**config.mk**
```make
export PLATFORM = sky130hd
export DESIGN_NAME = dcw_emitter
export DESIGN_NICKNAME = d
export VERILOG_FILES = /design/src/sv/dcw_pkg.sv /design/src/sv/dcw_emitter.sv
export SDC_FILE = /design/constraint.sdc
export NUM_CORES = 1
export LEC_CHECK = 0
export ABC_AREA = 1
export BUFFER_PORTS_ARGS = -buffer_cell sky130_fd_sc_hd__clkbuf_2
export CORE_ASPECT_RATIO = 1.25
export CORE_MARGIN = 5
export CORE_UTILIZATION = 40
export DETAILED_ROUTE_END_ITERATION = 6
export HOLD_SLACK_MARGIN = 0.05
export PLACE_DENSITY = 0.68
export SLEW_MARGIN = 30
export SYNTH_ARGS = -nofsm -noshare
export SYNTH_HDL_FRONTEND = slang
export SYNTH_SLANG_ARGS = --single-unit
export TNS_END_PERCENT = 30
```
**constraint.sdc**
```tcl
create_clock -name clk -period 2.5 [get_ports clk]
set_input_delay 0 -clock clk [delete_from_list [all_inputs] [get_ports clk]]
set_output_delay 0 -clock clk [all_outputs]
set_load 0.005 [all_outputs]
```
**src/sv/dcw_pkg.sv**
```systemverilog
// ----------------------------------------------------------------------------
// dcw_pkg: shared types and constants
// Geometry, zoom factors, instruction codes and payload structs for the
// dual-chip LCD write decoder.
// ----------------------------------------------------------------------------
package dcw_pkg;

  // display geometry and scaling
  localparam int ZOOM_H           = 2;
  localparam int ZOOM_V           = 3;
  localparam int COLUMNS_PER_CHIP = 120;
  localparam int PAGE_COUNT       = 12;
  localparam int TOTAL_COLUMNS    = 2 * COLUMNS_PER_CHIP;
  localparam int RAM_DEPTH        = TOTAL_COLUMNS * PAGE_COUNT;
  localparam int IDX_W            = $clog2(RAM_DEPTH);

  localparam int COL_W    = 8;
  localparam int PAGE_W   = 4;
  localparam int BYTE_W   = 8;
  localparam int COORD_W  = 10;
  localparam int OFFSET_W = 9;
  localparam int BIT_W    = 3;
  localparam int CFG_IDX_W = 2;

  // bus codes
  localparam logic [BYTE_W-1:0] INSTR_MASK = 8'hF0;
  localparam logic [BYTE_W-1:0] PAGE_CMD   = 8'hB0;
  localparam logic [BYTE_W-1:0] PAGE_FIELD = 8'h0F;
  localparam logic [BYTE_W-1:0] RAM_INIT   = 8'hFF;
  localparam logic ACTION_DATA = 1'b1;
  localparam logic CHIP_LEFT   = 1'b0;

  // configuration register indexes
  localparam logic [CFG_IDX_W-1:0] CFG_X_OFFSET = 2'd0;
  localparam logic [CFG_IDX_W-1:0] CFG_Y_OFFSET = 2'd1;

  typedef struct packed {
    logic              chip;
    logic              action;
    logic [BYTE_W-1:0] bus_byte;
  } dcw_in_t;

  typedef struct packed {
    logic [COORD_W-1:0] pixel_x;
    logic [COORD_W-1:0] pixel_y;
    logic               dark;
    logic               last;
  } dcw_out_t;

  // resolved data write from the page/column tracker
  typedef struct packed {
    logic              hit;
    logic [IDX_W-1:0]  idx;
    logic [COL_W-1:0]  col;
    logic [PAGE_W-1:0] page;
  } dcw_req_t;

  // pixel run handed to the emitter
  typedef struct packed {
    logic [COORD_W-1:0] px;
    logic [COORD_W-1:0] py;
    logic [BYTE_W-1:0]  value;
  } dcw_run_t;

endpackage

```
**src/sv/dcw_emitter.sv**
```systemverilog
// ----------------------------------------------------------------------------
// dcw_emitter: pixel run serializer
// Holds one changed byte and streams its eight pixels, bit 0 first, from
// registers onto the result channel.
// ----------------------------------------------------------------------------
module dcw_emitter (
  input  logic              clk,
  input  logic              rst_n,
  input  logic              load,
  input  dcw_pkg::dcw_run_t run,
  output logic              can_take,
  output logic              out_valid,
  input  logic              out_stall,
  output dcw_pkg::dcw_out_t out_item
);
  import dcw_pkg::*;

  localparam logic [BIT_W-1:0] LAST_BIT = '1;

  logic               run_valid_r, run_valid_nxt;
  logic [BIT_W-1:0]   cnt_r, cnt_nxt;
  logic [COORD_W-1:0] px_r, px_nxt, py_r, py_nxt;
  logic [BYTE_W-1:0]  value_r, value_nxt;
  logic               out_fire;

  assign out_fire = run_valid_r && !out_stall;
  assign can_take = !run_valid_r || (out_fire && cnt_r == LAST_BIT);

  always_comb begin
    run_valid_nxt = run_valid_r;
    cnt_nxt       = cnt_r;
    px_nxt        = px_r;
    py_nxt        = py_r;
    value_nxt     = value_r;
    if (load) begin
      run_valid_nxt = 1'b1;
      cnt_nxt       = '0;
      px_nxt        = run.px;
      py_nxt        = run.py;
      value_nxt     = run.value;
    end else if (out_fire) begin
      if (cnt_r == LAST_BIT) begin
        run_valid_nxt = 1'b0;
      end else begin
        cnt_nxt = cnt_r + 1'b1;
        py_nxt  = py_r + COORD_W'(ZOOM_V);
      end
    end
  end

  always_ff @(posedge clk) begin
    if (!rst_n) begin
      run_valid_r <= 1'b0;
      cnt_r       <= '0;
    end else begin
      run_valid_r <= run_valid_nxt;
      cnt_r       <= cnt_nxt;
    end
  end

  always_ff @(posedge clk) begin
    px_r    <= px_nxt;
    py_r    <= py_nxt;
    value_r <= value_nxt;
  end

  assign out_valid = run_valid_r;
  always_comb begin
    out_item.pixel_x = px_r;
    out_item.pixel_y = py_r;
    out_item.dark    = value_r[cnt_r];
    out_item.last    = cnt_r == LAST_BIT;
  end

endmodule

```
==> Word-level counts from Yosys, hierarchy flattened <==
Cells that the tools add are included.
Widths: inputs -> output; s select.
{ "word_totals": {"register_bits": 32, "in_bits": 32, "out_inout_bits": 24} }
{ "op_classes": {"addsub": 2, "n_lt_le_gt_ge": 1, "n_eq_ne": 2, "mux": 8, "n_bitwise": 2, "n_reduce_logical": 11} }
{ "ops": {"columns": ["op", "count"], "rows": [
  ["$mux 10", 3],
  ["$add 10x2->10 const B", 1],
  ["$reduce_and 2->1", 3],
  ["$lt 3x4->1 const B", 1],
  ["$mux 1", 4],
  ["$reduce_bool 2->1", 2],
  ["$add 3x1->3 const B", 1],
  ["$bmux 1 s3", 1],
  ["$eq 3x3->1 const B", 1],
  ["$logic_and 1x1->1", 2],
  ["$logic_not 1->1", 2],
  ["$ne 2x2->1 const B", 1],
  ["$not 1->1", 2],
  ["$reduce_or 2->1", 1],
  ["$logic_or 1x1->1", 1]
]} }

==> Depth between registers and ports, before layout <==
{ "logic_depth": {"ltp_word": 4, "ltp_mapped": 9} }

==> Worst setup path after synthesis <==
Ideal clock, no wire load.
{ "synth_path": {"path_type": "register -> register", "from": "register cnt_r[0]", "to": "register py_r[0] (enable)", "t_arrival_ps": 1245, "setup_slack_ps": 915, "stages_incl_launch_ff": 6, "n_path_buf": 0, "cell_sequence": "dfxtp_1 ha_1 ha_1 inv_1 nand3b_1 nand2_1"} }
{ "synth_lines": {"columns": ["item", "line", "rtl"], "rows": [
  ["start: declaration", "dcw_emitter.sv:21", "logic [BIT_W-1:0] cnt_r, cnt_nxt;"],
  ["start signal: assignment", "dcw_emitter.sv:57", "cnt_r <= cnt_nxt;"],
  ["end signal: assignment", "dcw_emitter.sv:63", "py_r <= py_nxt;"],
  ["end: declaration", "dcw_emitter.sv:22", "logic [COORD_W-1:0] px_r, px_nxt, py_r, py_nxt;"]
]} }

==> Worst setup path after layout <==
{ "layout_path": {"from": "register cnt_r[0]", "to": "register py_r[1] (enable)"} }
{ "layout_via": {"elab_chain_cells": 3} }
{ "layout_lines": {"columns": ["item", "line", "rtl"], "rows": [
  ["$eq 3x3->1", "dcw_emitter.sv:42", "if (cnt_r == LAST_BIT) begin"],
  ["$ne 2x2->1 (no line)", null, null],
  ["$reduce_and 2->1 (no line)", null, null]
]} }
Every way passes these cells.
A chain may end at the register's enable or synchronous reset.

==> out/results.ini <==
[worst_hold_path]
hold_path.class = primary input to register

[critical_path]
cp_cell_sequence = ha_1 -> ha_1 -> inv_1 -> nand3b_1 -> nand2_1
cpLargestDelayFamily = simple AND/OR/NAND/NOR gates
crit_arrival_ps = 1680
crit_path_top_delay_cell = nand2_1
required_ps = 2430
cp_num_buf_inv = 1
startpoint_type = register
cp-end-kind = register
crit_type = register to register
max_stage_delay_ps = 370
cp_max_fo = 10
crit_top_cell = ha_1

[yosys]
synth-compound-area-share_pct = 8.80
seq_area_frac_synth_pct = 64.8
synthAdderAreaFrac_pct = 2.64
synth_top_area_cell = edfxtp_1
yosys-top-cells-area = edfxtp_1 59%, nand2_1 9.0%, dfxtp_1 5.6%
synth.avg_cell_area_um2 = 10.5
synth.net_count = 171
synthCells = 136
netlist_area_mm2 = 0.00142
synthXorXnorAreaFrac_pct = 0.616
muxShareOfSynthArea_pct = 0
ys_ff_latch = 32
ys_types = 21
synth_top_area_share_pct = 59.2
synth_top_family_by_area = simple AND/OR/NAND/NOR gates
synthSimpleGateAreaFrac_pct = 17.1
ys.warnings.count = 0

[timing]
setup_viol = 0
finClkSkew_ps = 2.58
max_freq_mhz = 574
finalSetupTns_ps = 0
grt_setup_unrepaired = no
tightest_slew_ps = 383
period_needed_ps = 1740
relSlewSlack_pct = 74.4
finalHoldViolations = 0
drv_slew = 0
fin_hold_ws_ps = 76.8
fin_crit_sh_pct = 69.7

[final_layout]
fillers = 267
layout-drive-gt1-share_pct = 30.1
antenna_cells = 0
final_core_util_pct = 61.6
final_nets = 260
area_growth_syn_to_layout_pct = 49.6

[grt]
grt_overflow = 0
grt_antenna_before_repair = 0
first_global_vias = 1346
grtUsageTotal_pct = 14.5
grt_pass1_wl_um = 5690
grt_max_degree = 18

[die]
rows = 24
die_h_um = 76.6
start_util_pct = 41.2
coreArea_mm2 = 0.00345
die_area_mm2 = 0.00485
ioPinCount = 56
die_x_um = 63.3

[flow_run]
max_cap_viol_count = 0

[pwr]
p_total_mw = 1.32
peakVddDrop_v = 0.000504
p_per_area_mw_per_mm2 = 622
leakage_nw = 0.989

[cts]
h-tree-depth = 2
cts_num_sinks = 32
clockBufferDepth = 2
worstSkewPairLatency_ps = 270
cts_tree = done
clkTransAtPathRegs_ps = 60
post_cts_resized = 0
cts-root-buf = clkbuf_8
numCtsBuffers = 5

[routing]
post_drt_wl_per_cell_um = 12.6
routed_wl_um = 3350
vias = 1287
antenna_left = 0
via_per_inst = 4.86
drc = 0
dr.first_iter.drc_count = 81
firstDrtPassIters = 6

[placed_design]
place_congestion = 0.823
port_buffers = 55
hpwl_um = 2430

[status]
outcome = finished clean

## cell usage after synthesis
library cell	count
a211oi_1	2
a21oi_1	1
buf_4	1
buf_6	1
dfxtp_1	4
edfxtp_1	28
ha_1	3
inv_1	16
inv_2	2
nand2_1	34
nand2_2	1
nand3_1	5
nand3b_1	1
nand4_1	4
nor2_1	12
nor2_2	1
o21a_1	1
o21ai_0	14
o21bai_1	2
o22ai_1	2
xor2_1	1
## sequential cells by signal, summed over array words and instances (netlist names)
signal / cells
px_r: 10
py_r: 10
out_valid: 1
value_r: 8
cnt_r: 3
## report_power, final
part	total [mW]	leakage [nW]	internal, mW	switching, mW
registers	0.663	0.310	0.634	0.0296
logic	0.187	0.625	0.0959	0.0906
clock network	0.473	0.0541	0.294	0.179
total	1.32	0.989	1.02	0.299
## per-layer routing
metal	global-route usage [%]	part of all wire (%)	wire length (um)
met1	14.4	36	1210
met2	27.2	54	1820
met3	4.28	7.3	246
met4	5.82	2.0	66
met5	0	0	0
## worst reg2reg max path: cells and delay by family (launching register included)
kind | cells | cell delay, ps
and+or+nand+nor | 2 | 570
adders and majority gates | 2 | 420
buffers and inverters | 1 | 70
DFF | 1 | 350
## area by class of cell
type                       instances  area, um2  share of cell area, %
clock buffer                       5       68.8                   3.24
multi-input combinational         84        414                   19.5
tap                               39       48.8                   2.30
clock inverter                     3       42.5                   2.00
sequential                        32        921                   43.3
timing repair buffer              84        563                   26.5
inverter                          18       67.6                   3.18
## layout by cell type, fill, tap and decap left out, types with 2 or more instances in the layout
| master | n |
|---|---|
| o21bai_1 | 2 |
| inv_1 | 16 |
| ha_1 | 3 |
| nor2_1 | 12 |
| dfxtp_1 | 4 |
| nand2_1 | 34 |
| clkbuf_2 | 55 |
| o22ai_1 | 2 |
| nand3_1 | 5 |
| clkbuf_8 | 5 |
| nand4_1 | 4 |
| dlygate4sd3_1 | 28 |
| edfxtp_1 | 28 |
| inv_2 | 2 |
| o21ai_0 | 14 |
| a211oi_1 | 2 |
## cell families after synthesis
logic type,after synthesis
xor+xnor,1
fa+ha+maj,3
simple gates,58
buf+inv,20
flops,32
compound gates,22
## through the flow
step	setup slack, ps	cell area (um2)	std cells
3_5_place_dp	763	1730	229
3_3_place_gp	840	1730	229
6_report	757	2130	265
5_1_grt	630	2130	265
2_1_floorplan	915	1420	136
4_1_cts	745	2130	265
## timing repair
action / CTS / global route
hold endpoints to repair: 30 / 0
setup buffers: 0 / 0
hold buffers: 28 / 0
setup endpoints to repair: 0 / 0
## worst paths after layout
path / to / slack, ps / from / cells after the start
setup / recovery: py_r[1] / 760 / cnt_r[0] / 5
hold / removal: py_r[5] / 80 / run[13] / 3
setup reg to reg: py_r[1] / 760 / cnt_r[0] / 5
hold reg to reg: cnt_r[2] / 530 / cnt_r[2] / 2
No activity file was read; power rests on OpenSTA's default activity.
