File: src/sv/dcw_pkg.sv
// ----------------------------------------------------------------------------
// dcw_pkg: shared types and constants
// Geometry, zoom factors, instruction codes and payload structs for the
// dual-chip LCD write decoder.
// ----------------------------------------------------------------------------
package dcw_pkg;

  // display geometry and scaling
  localparam int ZOOM_H           = 2;
  localparam int ZOOM_V           = 3;
  localparam int COLUMNS_PER_CHIP = 120;
  localparam int PAGE_COUNT       = 12;
  localparam int TOTAL_COLUMNS    = 2 * COLUMNS_PER_CHIP;
  localparam int RAM_DEPTH        = TOTAL_COLUMNS * PAGE_COUNT;
  localparam int IDX_W            = $clog2(RAM_DEPTH);

  localparam int COL_W    = 8;
  localparam int PAGE_W   = 4;
  localparam int BYTE_W   = 8;
  localparam int COORD_W  = 10;
  localparam int OFFSET_W = 9;
  localparam int BIT_W    = 3;
  localparam int CFG_IDX_W = 2;

  // bus codes
  localparam logic [BYTE_W-1:0] INSTR_MASK = 8'hF0;
  localparam logic [BYTE_W-1:0] PAGE_CMD   = 8'hB0;
  localparam logic [BYTE_W-1:0] PAGE_FIELD = 8'h0F;
  localparam logic [BYTE_W-1:0] RAM_INIT   = 8'hFF;
  localparam logic ACTION_DATA = 1'b1;
  localparam logic CHIP_LEFT   = 1'b0;

  // configuration register indexes
  localparam logic [CFG_IDX_W-1:0] CFG_X_OFFSET = 2'd0;
  localparam logic [CFG_IDX_W-1:0] CFG_Y_OFFSET = 2'd1;

  typedef struct packed {
    logic              chip;
    logic              action;
    logic [BYTE_W-1:0] bus_byte;
  } dcw_in_t;

  typedef struct packed {
    logic [COORD_W-1:0] pixel_x;
    logic [COORD_W-1:0] pixel_y;
    logic               dark;
    logic               last;
  } dcw_out_t;

  // resolved data write from the page/column tracker
  typedef struct packed {
    logic              hit;
    logic [IDX_W-1:0]  idx;
    logic [COL_W-1:0]  col;
    logic [PAGE_W-1:0] page;
  } dcw_req_t;

  // pixel run handed to the emitter
  typedef struct packed {
    logic [COORD_W-1:0] px;
    logic [COORD_W-1:0] py;
    logic [BYTE_W-1:0]  value;
  } dcw_run_t;

endpackage

File: src/sv/dcw_tracker.sv
// ----------------------------------------------------------------------------
// dcw_tracker: per-chip page and column state
// Decodes page instructions, range-checks data writes, advances the column
// and forms the shadow RAM index of the addressed byte.
// ----------------------------------------------------------------------------
module dcw_tracker (
  input  logic              clk,
  input  logic              rst_n,
  input  logic              fire,
  input  dcw_pkg::dcw_in_t  item,
  output dcw_pkg::dcw_req_t req
);
  import dcw_pkg::*;

  logic [PAGE_W-1:0] lpage_r, lpage_nxt, rpage_r, rpage_nxt;
  logic [COL_W-1:0]  lcol_r, lcol_nxt, rcol_r, rcol_nxt;
  logic [COL_W-1:0]  cur_col;
  logic [PAGE_W-1:0] cur_page;
  logic [COL_W:0]    first;
  logic              in_range, page_ok, is_data, is_page_cmd;

  assign cur_col  = (item.chip == CHIP_LEFT) ? lcol_r : rcol_r;
  assign cur_page = (item.chip == CHIP_LEFT) ? lpage_r : rpage_r;
  assign first    = (item.chip == CHIP_LEFT) ? '0 : (COL_W+1)'(COLUMNS_PER_CHIP);
  assign in_range = ({1'b0, cur_col} >= first) &&
                    ({1'b0, cur_col} < first + (COL_W+1)'(COLUMNS_PER_CHIP));
  assign page_ok  = {1'b0, cur_page} < (PAGE_W+1)'(PAGE_COUNT);
  assign is_data  = item.action == ACTION_DATA;
  assign is_page_cmd = !is_data && ((item.bus_byte & INSTR_MASK) == PAGE_CMD);

  always_comb begin
    req.hit  = is_data && in_range && page_ok;
    req.idx  = IDX_W'(cur_col * IDX_W'(PAGE_COUNT)) + IDX_W'(cur_page);
    req.col  = cur_col;
    req.page = cur_page;
  end

  always_comb begin
    lpage_nxt = lpage_r;
    rpage_nxt = rpage_r;
    lcol_nxt  = lcol_r;
    rcol_nxt  = rcol_r;
    if (fire) begin
      if (is_page_cmd) begin
        if (item.chip == CHIP_LEFT) begin
          lpage_nxt = PAGE_W'(item.bus_byte & PAGE_FIELD);
          lcol_nxt  = '0;
        end else begin
          rpage_nxt = PAGE_W'(item.bus_byte & PAGE_FIELD);
          rcol_nxt  = COL_W'(COLUMNS_PER_CHIP);
        end
      end else if (is_data && in_range) begin
        // column moves even when the page is out of range
        if (item.chip == CHIP_LEFT) begin
          lcol_nxt = lcol_r + 1'b1;
        end else begin
          rcol_nxt = rcol_r + 1'b1;
        end
      end
    end
  end

  always_ff @(posedge clk) begin
    if (!rst_n) begin
      lpage_r <= '0;
      rpage_r <= '0;
      lcol_r  <= '0;
      rcol_r  <= COL_W'(COLUMNS_PER_CHIP);
    end else begin
      lpage_r <= lpage_nxt;
      rpage_r <= rpage_nxt;
      lcol_r  <= lcol_nxt;
      rcol_r  <= rcol_nxt;
    end
  end

endmodule

File: config.mk
export PLATFORM = sky130hd
export DESIGN_NAME = dcw_tracker
export DESIGN_NICKNAME = d
export VERILOG_FILES = /design/src/sv/dcw_pkg.sv /design/src/sv/dcw_tracker.sv
export SDC_FILE = /design/constraint.sdc
export NUM_CORES = 1
export LEC_CHECK = 0
export BUFFER_PORTS_ARGS = -buffer_cell sky130_fd_sc_hd__buf_2
export CAP_MARGIN = 10
export CORE_MARGIN = 8
export CORE_UTILIZATION = 55
export DETAILED_ROUTE_END_ITERATION = 12
export GPL_TIMING_DRIVEN = 0
export MAX_ROUTING_LAYER = met4
export PLACE_DENSITY = 0.85
export SETUP_SLACK_MARGIN = 0.1
export SLEW_MARGIN = 40
export SYNTH_ARGS = -nofsm -noshare
export SYNTH_HDL_FRONTEND = slang
export SYNTH_SLANG_ARGS = --single-unit
File: constraint.sdc
create_clock -name clk -period 6 [get_ports clk]
set_clock_uncertainty 0.2 [all_clocks]
set_input_delay 0.3 -clock clk [delete_from_list [all_inputs] [get_ports clk]]
set_output_delay 0.3 -clock clk [all_outputs]
set_load 0.005 [all_outputs]
# Word-level counts from Yosys, hierarchy flattened
# Index checks and enable logic that the tools add are counted.
classes:
  add_sub_neg: 4
  mul: 1
  div: 0
  n_lt_le_gt_ge: 3
  eq_ne: 5
  n_shift: 0
  n_mux: 11
  bitwise: 1
  n_reduce_logical: 10
op_table:
  columns: ["cell", "count"]
  rows:
  - ["8-bit two-way mux", 9]
  - ["8-bit by 1-bit adder with 8-bit output, second input constant", 2]
  - ["12-bit by 4-bit adder with 12-bit output", 1]
  - ["8-bit by 2-bit multiplier with 10-bit output, second input constant", 1]
  - ["7-bit by 7-bit adder with 8-bit output, second input constant", 1]
  - ["8-bit by 7-bit greater-or-equal comparator with 1-bit output", 1]
  - ["8-bit less-than comparator", 1]
  - ["2-bit != test, second input constant", 4]
  - ["4-bit AND reduction", 2]
  - ["7-bit two-way mux", 1]
  - ["3-bit AND reduction", 2]
  - ["4-bit equality test, second input constant", 1]
  - ["1-bit logical AND", 4]
  - ["4-bit less-than comparator, second input constant", 1]
  - ["4-bit two-way mux", 1]
  - ["2-bit nonzero test", 1]
  - ["1-bit zero test", 1]
  - ["1-bit inverter", 1]
word_totals:
  register_bits: 24
  latchBits: 0
  mem_bits_rw: 0
  romBits: 0
  input_bits: 13
  mem_count: 0

# Longest topological paths before layout
# Gate-level depths: netlist (run 1).
depth:
  ltp_word: 7
  mapped_depth: 12

# Least setup slack after synthesis (run 1)
# OpenSTA, ideal clock, no wires.
synth_path:
  kind: "in2out"
  startpoint: "input item[9] (netlist name)"
  endpoint: "output req[23] (netlist name)"
  arrival_time_ns: 3.218
  required_time_ns: 5.500
  path_slack_ns: 2.282
  cell_stages: 12
  path_buffers: 2
  cell_sequence: "buf_2 buf_1 mux2i_1 inv_1 ha_1 fa_1 a211oi_1 o21bai_1 a21oi_4 xor2_1 a21oi_1 a211o_1"
synth_rtl:
  columns: ["element", "line", "source"]
  rows:
  - ["start, declared", "dcw_tracker.sv:10", "input dcw_pkg::dcw_in_t item,"]
  - ["end, declared", "dcw_tracker.sv:11", "output dcw_pkg::dcw_req_t req"]

==> results summary, run 1 <==
The run finished with clean final reports. The number of global-route vias before repair is approximately 1900. The wire length of the first global-routing pass came out at ~8200 um. The proportion of layout cells with a drive suffix above 1 came out at about a quarter. The worst-case IR drop observed on VDD is between 0.00015 and 0.0002 V.

The count of buffers added on input and output ports is 37. The initial utilization of the core area, before any placement, comes to about 56%. Dividing the detail-routed via count by the number of cells gives ~5.7. 0 antenna diodes ended up in the layout. In the routed design, unresolved DRC markers number 0. The critical path data required time came out at ~5.5 ns. In this run the standard cell core region covers ~0.0036 mm^2.

The floorplan die area is 0.00584 mm^2. The share of the clock period used by the worst path is 76.0%. The initial antenna violation count came out at 0. The worst setup path is captured at an output pin. The first-pass iteration count of the detailed router is 4. The sum of routed wire length over all layers came out at around 4800 um. In the global route stage, overall resource usage came out at between 10% and 20%.

The row count is 22. The pin count of the biggest net entering global routing came out at 15. Of the synthesized area, sequential elements account for a little under a quarter. The cell area after synthesis came out at 0.00201 mm^2.

TritonCTS built the clock tree. The number of hold buffers added after CTS was 0. The final estimated routing congestion in global placement is between 0.8 and 0.9. The detailed router's first-iteration violation count came out at between 90 and 100. The die boundary width came out at between 70 and 80 um.

The total power is 0.000356 W. The number of pins exceeding their max-slew limit in the final report was 0. The count of placed standard cells in the final layout, fillers left out is ~320. For the worst setup path, the data arrival time is roughly 4 ns. Relative to the synthesized area, the layout overhead comes to 14.8%. The overflow left after global routing is 0. For this design, the sink count on the clock tree is 24. Across the run, the number of max-cap violations was 0. The post-synthesis cell type count is 62. The net count of the mapped netlist came out at 266. In this run the remaining antenna-violating nets after routing total 0. The CTS H-tree depth is 1. The final net count is roughly 300. The later-pin clock latency in the skew report is roughly 0.32 ns. The setup violation total in the final timing report came out at 0. 38 I/O pins were placed. The vertical die dimension is around 76 um. The share of flip-flops with an asynchronous set or reset is 0%. In the synthesized netlist the dominant register cell turns out to be dfxtp_1.

The via count is about 1800. The wire-length estimate of the detail-placed layout is 3840 um. In the final routed layout, each cell accounts on average for about 15 um. The longest clock path from root to sink contains 2 buffers.

The number of warning messages in the yosys log is 0. Power spread over the standard cell area amounts to about 150 mW/mm^2. The average cell area after synthesis is about 8.6 um^2.

The start-to-end type of the worst setup path is in -> out. Clock-pin slew was measured on the worst setup and hold paths at ~0.13 ns. In this run, synthesis produced a sequential element count of 24.

The largest fanout on the critical path came out at 10. Measured against its own limit, the worst slew margin works out to 61.9%. The cell count after placement is 320.

The tree is rooted in a clkbuf_4. The aggregate negative setup slack came out at 0 ns. The timing-limited maximum frequency came out at approximately 220 MHz. Gates resized during post-CTS repair numbered 0. At the pin with the least slew margin, the transition time is 0.571 ns.

The count of mapped cells out of synthesis came out at roughly 240. The tightest min-delay check is of the in -> reg type. Counting flops with a built-in enable in the synthesized netlist gives 0. The routed design could run at a clock period as short as approximately 4.6 ns. The final hold violation count is 0. In this run, CTS created clock tree buffers numbering 3.

Setup repair after global routing left no endpoint under its margin. The buffers inserted during post-CTS setup optimization came out at 0. The worst setup path is launched from an input pin. The static leakage power came out at roughly 1.1 nW.
## worst max-delay path, stage by stage
cell and delay, ns:
buf_2 0.10, buf_2 0.22, buf_1 0.48, mux2i_1 0.33, inv_1 0.15, ha_1 0.27
fa_1 0.47, a211oi_1 0.47, o21bai_1 0.23, a21oi_4 0.23, xor2_1 0.29, a21oi_1 0.13
a211o_1 0.27, buf_2 0.12
## placed cells by master, fill, tap and decap left out, drive strengths merged, types with 2 or more instances in the layout
cell / count
buf: 42
dfxtp: 24
nand2: 18
ha: 16
o21ai: 15
mux2i: 13
nand3: 13
or3: 12
a21oi: 12
nor2b: 10
nor2: 10
inv: 9
and2: 7
mux2: 6
xor2: 6
nand2b: 5
clkbuf: 5
xnor2: 4
and3: 4
a21boi: 4
nand4: 3
a211oi: 3
a21o: 2
or2: 2
a211o: 2
nor3b: 2
o211a: 2
fa: 2
or2b: 2
o311ai: 2
nor4: 2
o211ai: 2
## state kept, by name, summed over array words and instances (netlist names)
signal   flops
lcol_r       8
lpage_r      4
rcol_r       8
rpage_r      4
## synth_stat cells (2+ instances only)
| cell type | count | area (um^2) |
|---|---|---|
| nor3b_1 | 2 | 15.0 |
| nand2_1 | 18 | 67.6 |
| a211o_1 | 2 | 17.5 |
| or3_1 | 12 | 75.1 |
| and2_1 | 7 | 43.8 |
| or2_2 | 2 | 12.5 |
| ha_1 | 16 | 200 |
| xor2_1 | 6 | 52.6 |
| mux2_2 | 6 | 67.6 |
| o21ai_0 | 13 | 65.1 |
| inv_1 | 8 | 30.0 |
| a211oi_1 | 2 | 15.0 |
| xnor2_1 | 4 | 35.0 |
| nor2b_1 | 10 | 62.6 |
| buf_2 | 2 | 10.0 |
| a21boi_0 | 2 | 15.0 |
| nor2_1 | 9 | 33.8 |
| nand3_1 | 13 | 65.1 |
| nand4_1 | 3 | 18.8 |
| clkbuf_1 | 2 | 7.51 |
| dfxtp_1 | 24 | 480 |
| o211a_1 | 2 | 20.0 |
| mux2i_1 | 13 | 130 |
| fa_1 | 2 | 40.0 |
| a21oi_1 | 11 | 55.1 |
| buf_4 | 2 | 15.0 |
| nand2b_1 | 4 | 25.0 |
| a21o_1 | 2 | 15.0 |
| and3_1 | 3 | 18.8 |
## report_power, final
group	internal (W)	switching (W)
Sequential	0.000160	0.000000943
Combinational	0.0000344	0.0000429
Clock	0.0000676	0.0000496
## per-stage QoR
step / setup WS [ns] / area (um^2) / util, % / hold WS (ns)
after floorplan: 2.28 / 2010 / - / 0.253
after global placement: 1.62 / 2250 / 63.0 / 0.279
after detailed placement: 1.52 / 2250 / 63.0 / 0.291
after CTS: 1.48 / 2310 / 64.5 / 0.0362
after global routing: 1.21 / 2310 / 64.5 / 0.0339
final: 1.44 / 2310 / 64.5 / 0.0392
## cell type report
cell class,instances,area (um^2)
Clock buffer,3,22.5
Tap cell,48,60.1
Multi-Input combinational cell,195,1460
Timing Repair Buffer,37,185
Sequential cell,24,480
Inverter,9,33.8
Clock inverter,1,30.0
Buffer,7,36.3
Fill cell,318,1270
## cell families after synthesis
logic type / Yosys count / share of synthesized area (%)
and+or+nand+nor: 96 / 27.3
AOI/OAI and AO/OA: 52 / 19.1
xor gates and xnor gates: 10 / 4.36
DFF: 24 / 23.9
adders and majority gates: 18 / 12.0
buffers and inverters: 16 / 3.49
muxes: 19 / 9.84
## path summary, 6_finish.rpt
check,startpoint,end,slack [ns],cells after the start
worst max register to register,rcol_r[3],rcol_r[3],3.22,9
worst min register to register,rcol_r[1],rcol_r[1],0.31,2
worst max-delay path,item[9],req[23],1.44,14
worst min-delay path,item[0],rpage_r[0],0.04,3
## routing by layer
metal / GRT usage [%] / part of all wire [%]
met1: 19.5 / 46
met2: 27.1 / 46
met3: 3.89 / 5.4
met4: 5.58 / 2.5
met5: - / 0
Power figures use the tool's default switching activity.
==> run 2, diff against run 1 <==
--- a/config.mk
+++ b/config.mk
@@ -8,11 +8,11 @@
 export BUFFER_PORTS_ARGS = -buffer_cell sky130_fd_sc_hd__buf_2
 export CAP_MARGIN = 10
 export CORE_MARGIN = 8
-export CORE_UTILIZATION = 55
+export CORE_UTILIZATION = 50
 export DETAILED_ROUTE_END_ITERATION = 12
 export GPL_TIMING_DRIVEN = 0
 export MAX_ROUTING_LAYER = met4
-export PLACE_DENSITY = 0.85
+export PLACE_DENSITY = 0.82
 export SETUP_SLACK_MARGIN = 0.1
 export SLEW_MARGIN = 40
 export SYNTH_ARGS = -nofsm -noshare
==> constraint.sdc (replaced) <==
create_clock -name clk -period 3.85 [get_ports clk]
set_clock_uncertainty 0.2 [all_clocks]
set_input_delay 0.1925 -clock clk [delete_from_list [all_inputs] [get_ports clk]]
set_output_delay 0.1925 -clock clk [all_outputs]
set_load 0.005 [all_outputs]
==> run 2 against run 1 <==
The flow now finishes with violations (hold timing). Worst hold slack worse by 0.042 ns. Critical path depth down 3. Largest power group unchanged. Die area up 7.9%. Wire length up 2.0%. Total power up 55%. Sequential power up 56%. First-iteration DRC count up 89%. Combinational power up 64%. Clock power up 49%. Final area up 3.1%. Sequential share of layout area down 0.62 points.
==> results summary, run 2 (synthesis results as in run 1) <==
The initial antenna violation count was 0 (unchanged). The setup violation total in the final timing report is 0 (unchanged). The delay contributed by the slowest stage of the critical path came out at 0.41 ns (-0.07 ns). The worst-case setup margin in the final layout is 0.320 ns (-1.12 ns). In this run the worst setup path begins at rcol_r[1]. In this run the critical register-to-register path is launched from rcol_r[3]. The detailed router's first-iteration violation count is 172 (+89%). The register share of total power is 45.5% (+0.2 points). The half-perimeter wire length after placement came to 3820 um (-0.66%).

In this run the worst setup path terminates at req[23]. The routed wirelength normalized by instance count is 14.9 um (+1.1%). The proportion of layout cells with a drive suffix above 1 came out at 26.7% (+2.1 points). The count of pins on the block boundary is 38 (unchanged). The pin slew with the least headroom to its limit came out at 0.447 ns (-0.124 ns). The sum of routed wire segments on met1 is 2270 um (+3.4%).

The pin count of the biggest net entering global routing is 20 (+5). The static leakage power is 1.12 nW (+0.64%). The total power came out at 0.000551 W (+55%). The filler cell count came out at 338 (+6.3%). The internal power came out at 0.000397 W (+52%). Setup repair after global routing left no endpoint under its margin.

The core outline area came out at 0.00394 mm^2 (+10%). In the final layout, the registers with the most flip-flops are lcol_r x8, rcol_r x8. The combined flip-flop and latch cell area came to 480 um^2 (unchanged). The count of input and output buffers came to 37 (unchanged). The total DRC errors in the routed layout is 0 (unchanged).

The max-capacitance violation count is 0 (unchanged). The flow ran to the end, but the final reports show violations. The wire length on met2 is 2420 um (+10%). TritonCTS built the clock tree. The cell count after placement came out at 322 (+0.63%). The smallest hold slack came out at -0.00242 ns (-0.0416 ns). The vertical die dimension is 79.4 um (+3.9%). The initial core utilization is 51.0% (-5.2 points).

The setup slack after placement is -0.434 ns (-1.95 ns). The power density normalized to cell area came out at 232 mW/mm^2 (+50%). The row count came out at 23 (+4.5%). The final hold violation count is 1 (+1). The area occupied by multi-input gates is 0.00150 mm^2 (+3.0%). The worst-case vdd ir drop came to 0.000236 V (+51%). The final net count is 309 (+0.32%). The detailed router used layers up to and including met4.

The floorplan die area is 0.00630 mm^2 (+7.9%). The clock slew at the register clock pins of the worst setup and hold paths is 0.08 ns (-0.05 ns). The critical path data required time came to 3.46 ns (-2.04 ns). The post-layout minimum cycle time came out at around 3.5 ns. The number of global-route vias before repair is 1940 (+1.6%).

For this design, the slowest cell found on the critical path is fa_2. The min-delay analysis places its worst path in the category in -> reg. STA classifies the critical path startpoint as a flop.

The via count came to 1856 (+0.71%). The relative contribution of combinational cells to total power came out at 23.0% (+1.2 points). The relative max-transition margin is 69.8% (+7.9 points). The critical path arrival came out at 3.14 ns (-0.92 ns). The TritonCTS buffer count is 3 (unchanged).

The buffers inserted during post-CTS setup optimization is 0 (unchanged). The overflow left after global routing is 0 (unchanged). The count of placed standard cells in the final layout, fillers left out came out at 327 (+0.93%). The die boundary width is 79.4 um (+3.9%). The first-pass iteration count of the detailed router came out at 4 (unchanged). Walking the worst path, the cells encountered are mux2i_2 > inv_1 > ha_1 > fa_2 > a211oi_4 > o21bai_1 > a21oi_4 > xor2_1 > a21oi_1 > a211o_1 > buf_2. The part of the total power dissipated in the clock network came to 31.5% (-1.4 points). The checks that failed: hold timing. The count of cells along the worst register-to-register path is 9 (unchanged). The later-pin clock latency in the skew report came out at 0.27 ns (-0.05 ns). The number of pins exceeding their max-slew limit in the final report is 0 (unchanged).

The switching power total came out at 0.000154 W (+65%). The library cell used most frequently in the layout, excluding fill and tap cells, is buf_2. The final antenna-violating net count was 0 (unchanged). The count of inserted antenna diode cells came to 0 (unchanged). For this run, the top clock speed supported by timing is between 200 and 300 MHz. The largest fanout on the critical path is 4 (-6).

The wire length of the first global-routing pass was 8550 um (+4.3%). The via density per instance is 5.68 (-0.22%). The number of sinks driven by the clock tree was 24 (unchanged). The endpoint class of the critical path is an output pin. The endpoint identified for the worst register-to-register timing path is rcol_r[5]. The maximum buffer depth of the clock tree is 2 (unchanged).

Clock tree synthesis selected as its root buffer the cell clkbuf_8. The final estimated routing congestion in global placement came out at 0.851 (-0.68%). The area added between synthesis and finish is 18.4%. The detailed route wirelength on metal3 came to 149 um (-42%). The utilization after layout is 60.3% (-4.1 points). The sum of routed wire length over all layers came out at 4870 um (+2.0%). The register-to-register setup slack is 1.10 ns (-2.12 ns). The CTS H-tree depth is 1 (unchanged).

The share of the clock period used by the worst path came out at roughly 92%. The critical path in this run is classified as reg -> out. Leaving out fill and tap cells, the most frequent cells in the layout are buf_2 (38), dfxtp_1 (24), nand2_1 (18), ha_1 (16), o21ai_0 (13). The switching power share of the total is 27.9% (+1.7 points). The all-layer global routing usage is 16.5% (-0.052 points).
run 2: worst min path at each step:
stage,start,to,depth (start not counted)
2_1_floorplan,rst_n,lcol_r[0],1
3_3_place_gp,item[2],rpage_r[2],3
3_5_place_dp,item[0],rpage_r[0],3
4_1_cts,item[1],rpage_r[1],3
5_1_grt,rst_n,lcol_r[1],2
6_report,item[1],rpage_r[1],3
run 2: layer usage:
metal / GRT usage [%] / up-vias
li1: - / 936
met1: 19.6 / 874
met2: 28.8 / 40
met3: 2.70 / 6
met4: 2.78 / 0
met5: - / -
run 2: stage by stage:
stage               cell area [um^2]  setup TNS, ns
floorplan                       2010              0
global placement                2260         -0.742
detailed placement              2260         -0.961
CTS                             2340              0
global route                    2380              0
finish                          2380              0
run 2: area by class of cell:
type / instances / share of cell area [%]
multi-input combinational: 195 / 63.2
clock buffer: 4 / 2.31
sequential: 24 / 20.2
timing repair buffer: 39 / 8.63
inverter: 9 / 1.42
buffer: 6 / 1.63
tap: 50 / 2.63
run 2: worst max-delay path, delay by kind of cell, from the launching register on:
family          cells  cell delay (ns)
flops               1             0.35
compound gates      5             1.07
mux                 1             0.20
xor+xnor            1             0.29
buf+inv             2             0.26
fa+ha+maj           2             0.68
run 2: power groups by stage:
stage,clock [W],combinational (W),sequential (W)
after CTS,0.000174,0.000122,0.000251
after global placement,0,0.000117,0.000257
after global routing,0.000189,0.000142,0.000251
after detailed placement,0,0.000119,0.000257
final,0.000174,0.000127,0.000251
after floorplan,0,0.0000836,0.000256
run 2: timing repair:
item                       4_1_cts  5_1_grt
hold endpoints to repair         3        0
resized for setup                2        8
setup endpoints to repair        4        2
hold buffers                     2        0
==> run 3, diff against run 2 <==
--- a/config.mk
+++ b/config.mk
@@ -5,9 +5,10 @@
 export SDC_FILE = /design/constraint.sdc
 export NUM_CORES = 1
 export LEC_CHECK = 0
+export ABC_CLOCK_PERIOD_IN_PS = 3850
 export BUFFER_PORTS_ARGS = -buffer_cell sky130_fd_sc_hd__buf_2
 export CAP_MARGIN = 10
-export CORE_MARGIN = 8
+export CORE_MARGIN = 3
 export CORE_UTILIZATION = 50
 export DETAILED_ROUTE_END_ITERATION = 12
 export GPL_TIMING_DRIVEN = 0
==> run 3 against run 2 <==
Via count shrank 3.1%. Critical path depth is the same. Clock power grew 29%. Total power grew 9.0%. The run now ends clean. Largest power group unchanged. Utilization grew 3.8 points. Largest cell class unchanged.
==> results summary, run 3 (synthesis results as in run 1) <==
The die boundary width came out at 69.4 um (-13%). The final hold violation count is 0 (-1). The final net count is 312 (+0.97%). The proportion of layout cells with a drive suffix above 1 came out at 26.4% (-0.29 points). The start-to-end type of the worst setup path is reg -> out. The relative max-transition margin came to 68.2% (-1.6 points). The core outline area came to 0.00377 mm^2 (-4.3%). The setup slack after placement came out at -0.436 ns (-0.00200 ns). The final estimated routing congestion in global placement is 0.897 (+5.4%).

The via count came out at 1798 (-3.1%). The timing-limited maximum frequency came out at 280 MHz (-1.1%). The routed wirelength normalized by instance count came out at 13.5 um (-9.6%). The half-perimeter wire length after placement came out at 3480 um (-8.9%).

The via density per instance is 5.48 (-3.4%). The floorplan die area was 0.00482 mm^2 (-24%). The count of pins on the block boundary came to 38 (unchanged). The count of inserted antenna diode cells is 0 (unchanged).

The setup violation total in the final timing report is 0 (unchanged). In the layout the commonest cells are buf_2 (38), dfxtp_1 (24), nand2_1 (18), ha_1 (16). The max-capacitance violation count is 0 (unchanged). The pin count of the biggest net entering global routing is 20 (unchanged). The worst-case setup margin in the final layout was 0.282 ns (-0.0377 ns).

In this run the worst hold path is classified as in -> reg. The aggregate negative setup slack is 0 ns (unchanged). The area growth from synthesis to layout is 20.3%. The power density normalized to cell area came out at 249 mW/mm^2 (+7.2%). TritonCTS built the clock tree. The wire length of the first global-routing pass is 7530 um (-12%).

The static leakage power came out at 1.13 nW (+1.6%). The maximum buffer depth of the clock tree came out at 2 (unchanged). The detailed router's first-iteration violation count is 55 (-68%). The run finished with clean final reports. The critical path data required time came to 3.46 ns (about the same). Setup repair after global routing left no endpoint under its margin. The cell count after placement is 320 (-0.62%). The later-pin clock latency in the skew report came to 0.27 ns (about the same). The initial antenna violation count came out at 0 (unchanged). The clock slew at the register clock pins of the worst setup and hold paths is 0.09 ns (about the same). The count of placed standard cells in the final layout, fillers left out came out at 328 (+0.31%). The initial core utilization was 53.3% (+2.3 points).

The post-place instance area is 0.00225 mm^2 (-0.11%). In the final layout, the registers with the most flip-flops are lcol_r x8, rcol_r x8. The critical path arrival came out at 3.18 ns (+0.04 ns). The CTS H-tree depth was 1 (unchanged). STA classifies the critical path endpoint as an output pin. The final design area excluding fillers is 0.00242 mm^2 (+1.6%). The final antenna-violating net count came out at 0 (unchanged). The worst setup path is launched from a flop. The largest fanout on the critical path came to 4 (unchanged). The total DRC errors in the routed layout is 0 (unchanged). The first-pass iteration count of the detailed router came out at 4 (unchanged). The number of sinks driven by the clock tree came out at 24 (unchanged). Clock tree synthesis selected as its root buffer the cell clkbuf_8.

The pin slew with the least headroom to its limit was 0.465 ns (+0.0175 ns). The overflow left after global routing is 0 (unchanged). Walking the worst path, the cells encountered are mux2i_2 > inv_1 > ha_1 > fa_2 > xor2_2 > nand3_1 > nor4_4 > and4b_4 > mux2i_1 > a211o_1 > buf_2. The worst-case vdd ir drop is 0.000179 V (-24%). The total power was 0.000601 W (+9.0%).

The post-layout minimum cycle time came to 3.57 ns (+0.0377 ns). The number of pins exceeding their max-slew limit in the final report is 0 (unchanged). The TritonCTS buffer count is 3 (unchanged). The row count came out at 22 (-4.3%). The share of the clock period used by the worst path came out at 92.7% (+0.98 points). The number of global-route vias before repair is 1709 (-12%). The vertical die dimension is 69.4 um (-13%).

The count of input and output buffers is 37 (unchanged). The delay contributed by the slowest stage of the critical path is 0.40 ns (about the same). The all-layer global routing usage is 18.9% (+2.3 points). For this design, the slowest cell found on the critical path is fa_2. The sum of routed wire length over all layers is 4410 um (-9.3%). The leading cell type in the layout, fill and taps excluded is buf_2.
## run 3: where the power goes
group	leakage (nW)	switching, W	internal, W
Sequential	0.194	0.00000157	0.000249
Clock	0.0357	0.0000851	0.000139
Combinational	0.905	0.0000675	0.0000584
Total	1.13	0.000154	0.000447
## run 3: final timing paths
check                  from   endpoint  slack [ns]  cells past startpoint
setup / recovery  lcol_r[1]    req[23]        0.28                     11
setup reg to reg  rcol_r[5]  rcol_r[2]        1.21                     10
hold reg to reg   lcol_r[1]  lcol_r[1]        0.31                      2
hold / removal      item[4]  rcol_r[1]        0.14                      4
## run 3: routing by layer
metal / part of all wire [%] / track usage, % / up-vias
li1: - / - / 942
met5: 0 / - / -
met4: 0.18 / 4.99 / 0
met2: 47 / 30.4 / 31
met3: 2.9 / 2.90 / 2
met1: 50 / 24.6 / 823
## run 3: per-stage QoR
step	hold slack, ns	util, %
floorplan	0.146	-
detailed placement	0.270	59.8
global placement	0.262	59.8
CTS	0.144	63.1
finish	0.137	64.1
global route	0.150	64.1
## run 3: area by class of cell
| cell class | count | area, um^2 |
|---|---|---|
| plain buffers | 6 | 38.8 |
| fillers | 322 | 1350 |
| clock buffers | 3 | 41.3 |
| repair buffers | 42 | 235 |
| clock inverters | 1 | 30.0 |
| well taps | 48 | 60.1 |
| inverters | 9 | 33.8 |
| multi-input cells | 195 | 1500 |
| flip-flops and latches | 24 | 480 |
## run 3: worst max-delay path, delay by kind of cell, from the launching register on
| family | cells | cell delay (ns) |
|---|---|---|
| mux | 2 | 0.30 |
| compound gates | 1 | 0.29 |
| simple gates | 3 | 0.79 |
| xor+xnor | 1 | 0.22 |
| buf+inv | 2 | 0.27 |
| fa+ha+maj | 2 | 0.67 |
| flops | 1 | 0.35 |
## run 3: timing repair
action	4_1_cts	5_1_grt
pin swaps	0	0
endpoints found under the hold margin	6	0
setup endpoints to repair	4	2
resized for setup	2	7
hold buffers	5	0
buffers inserted	0	0
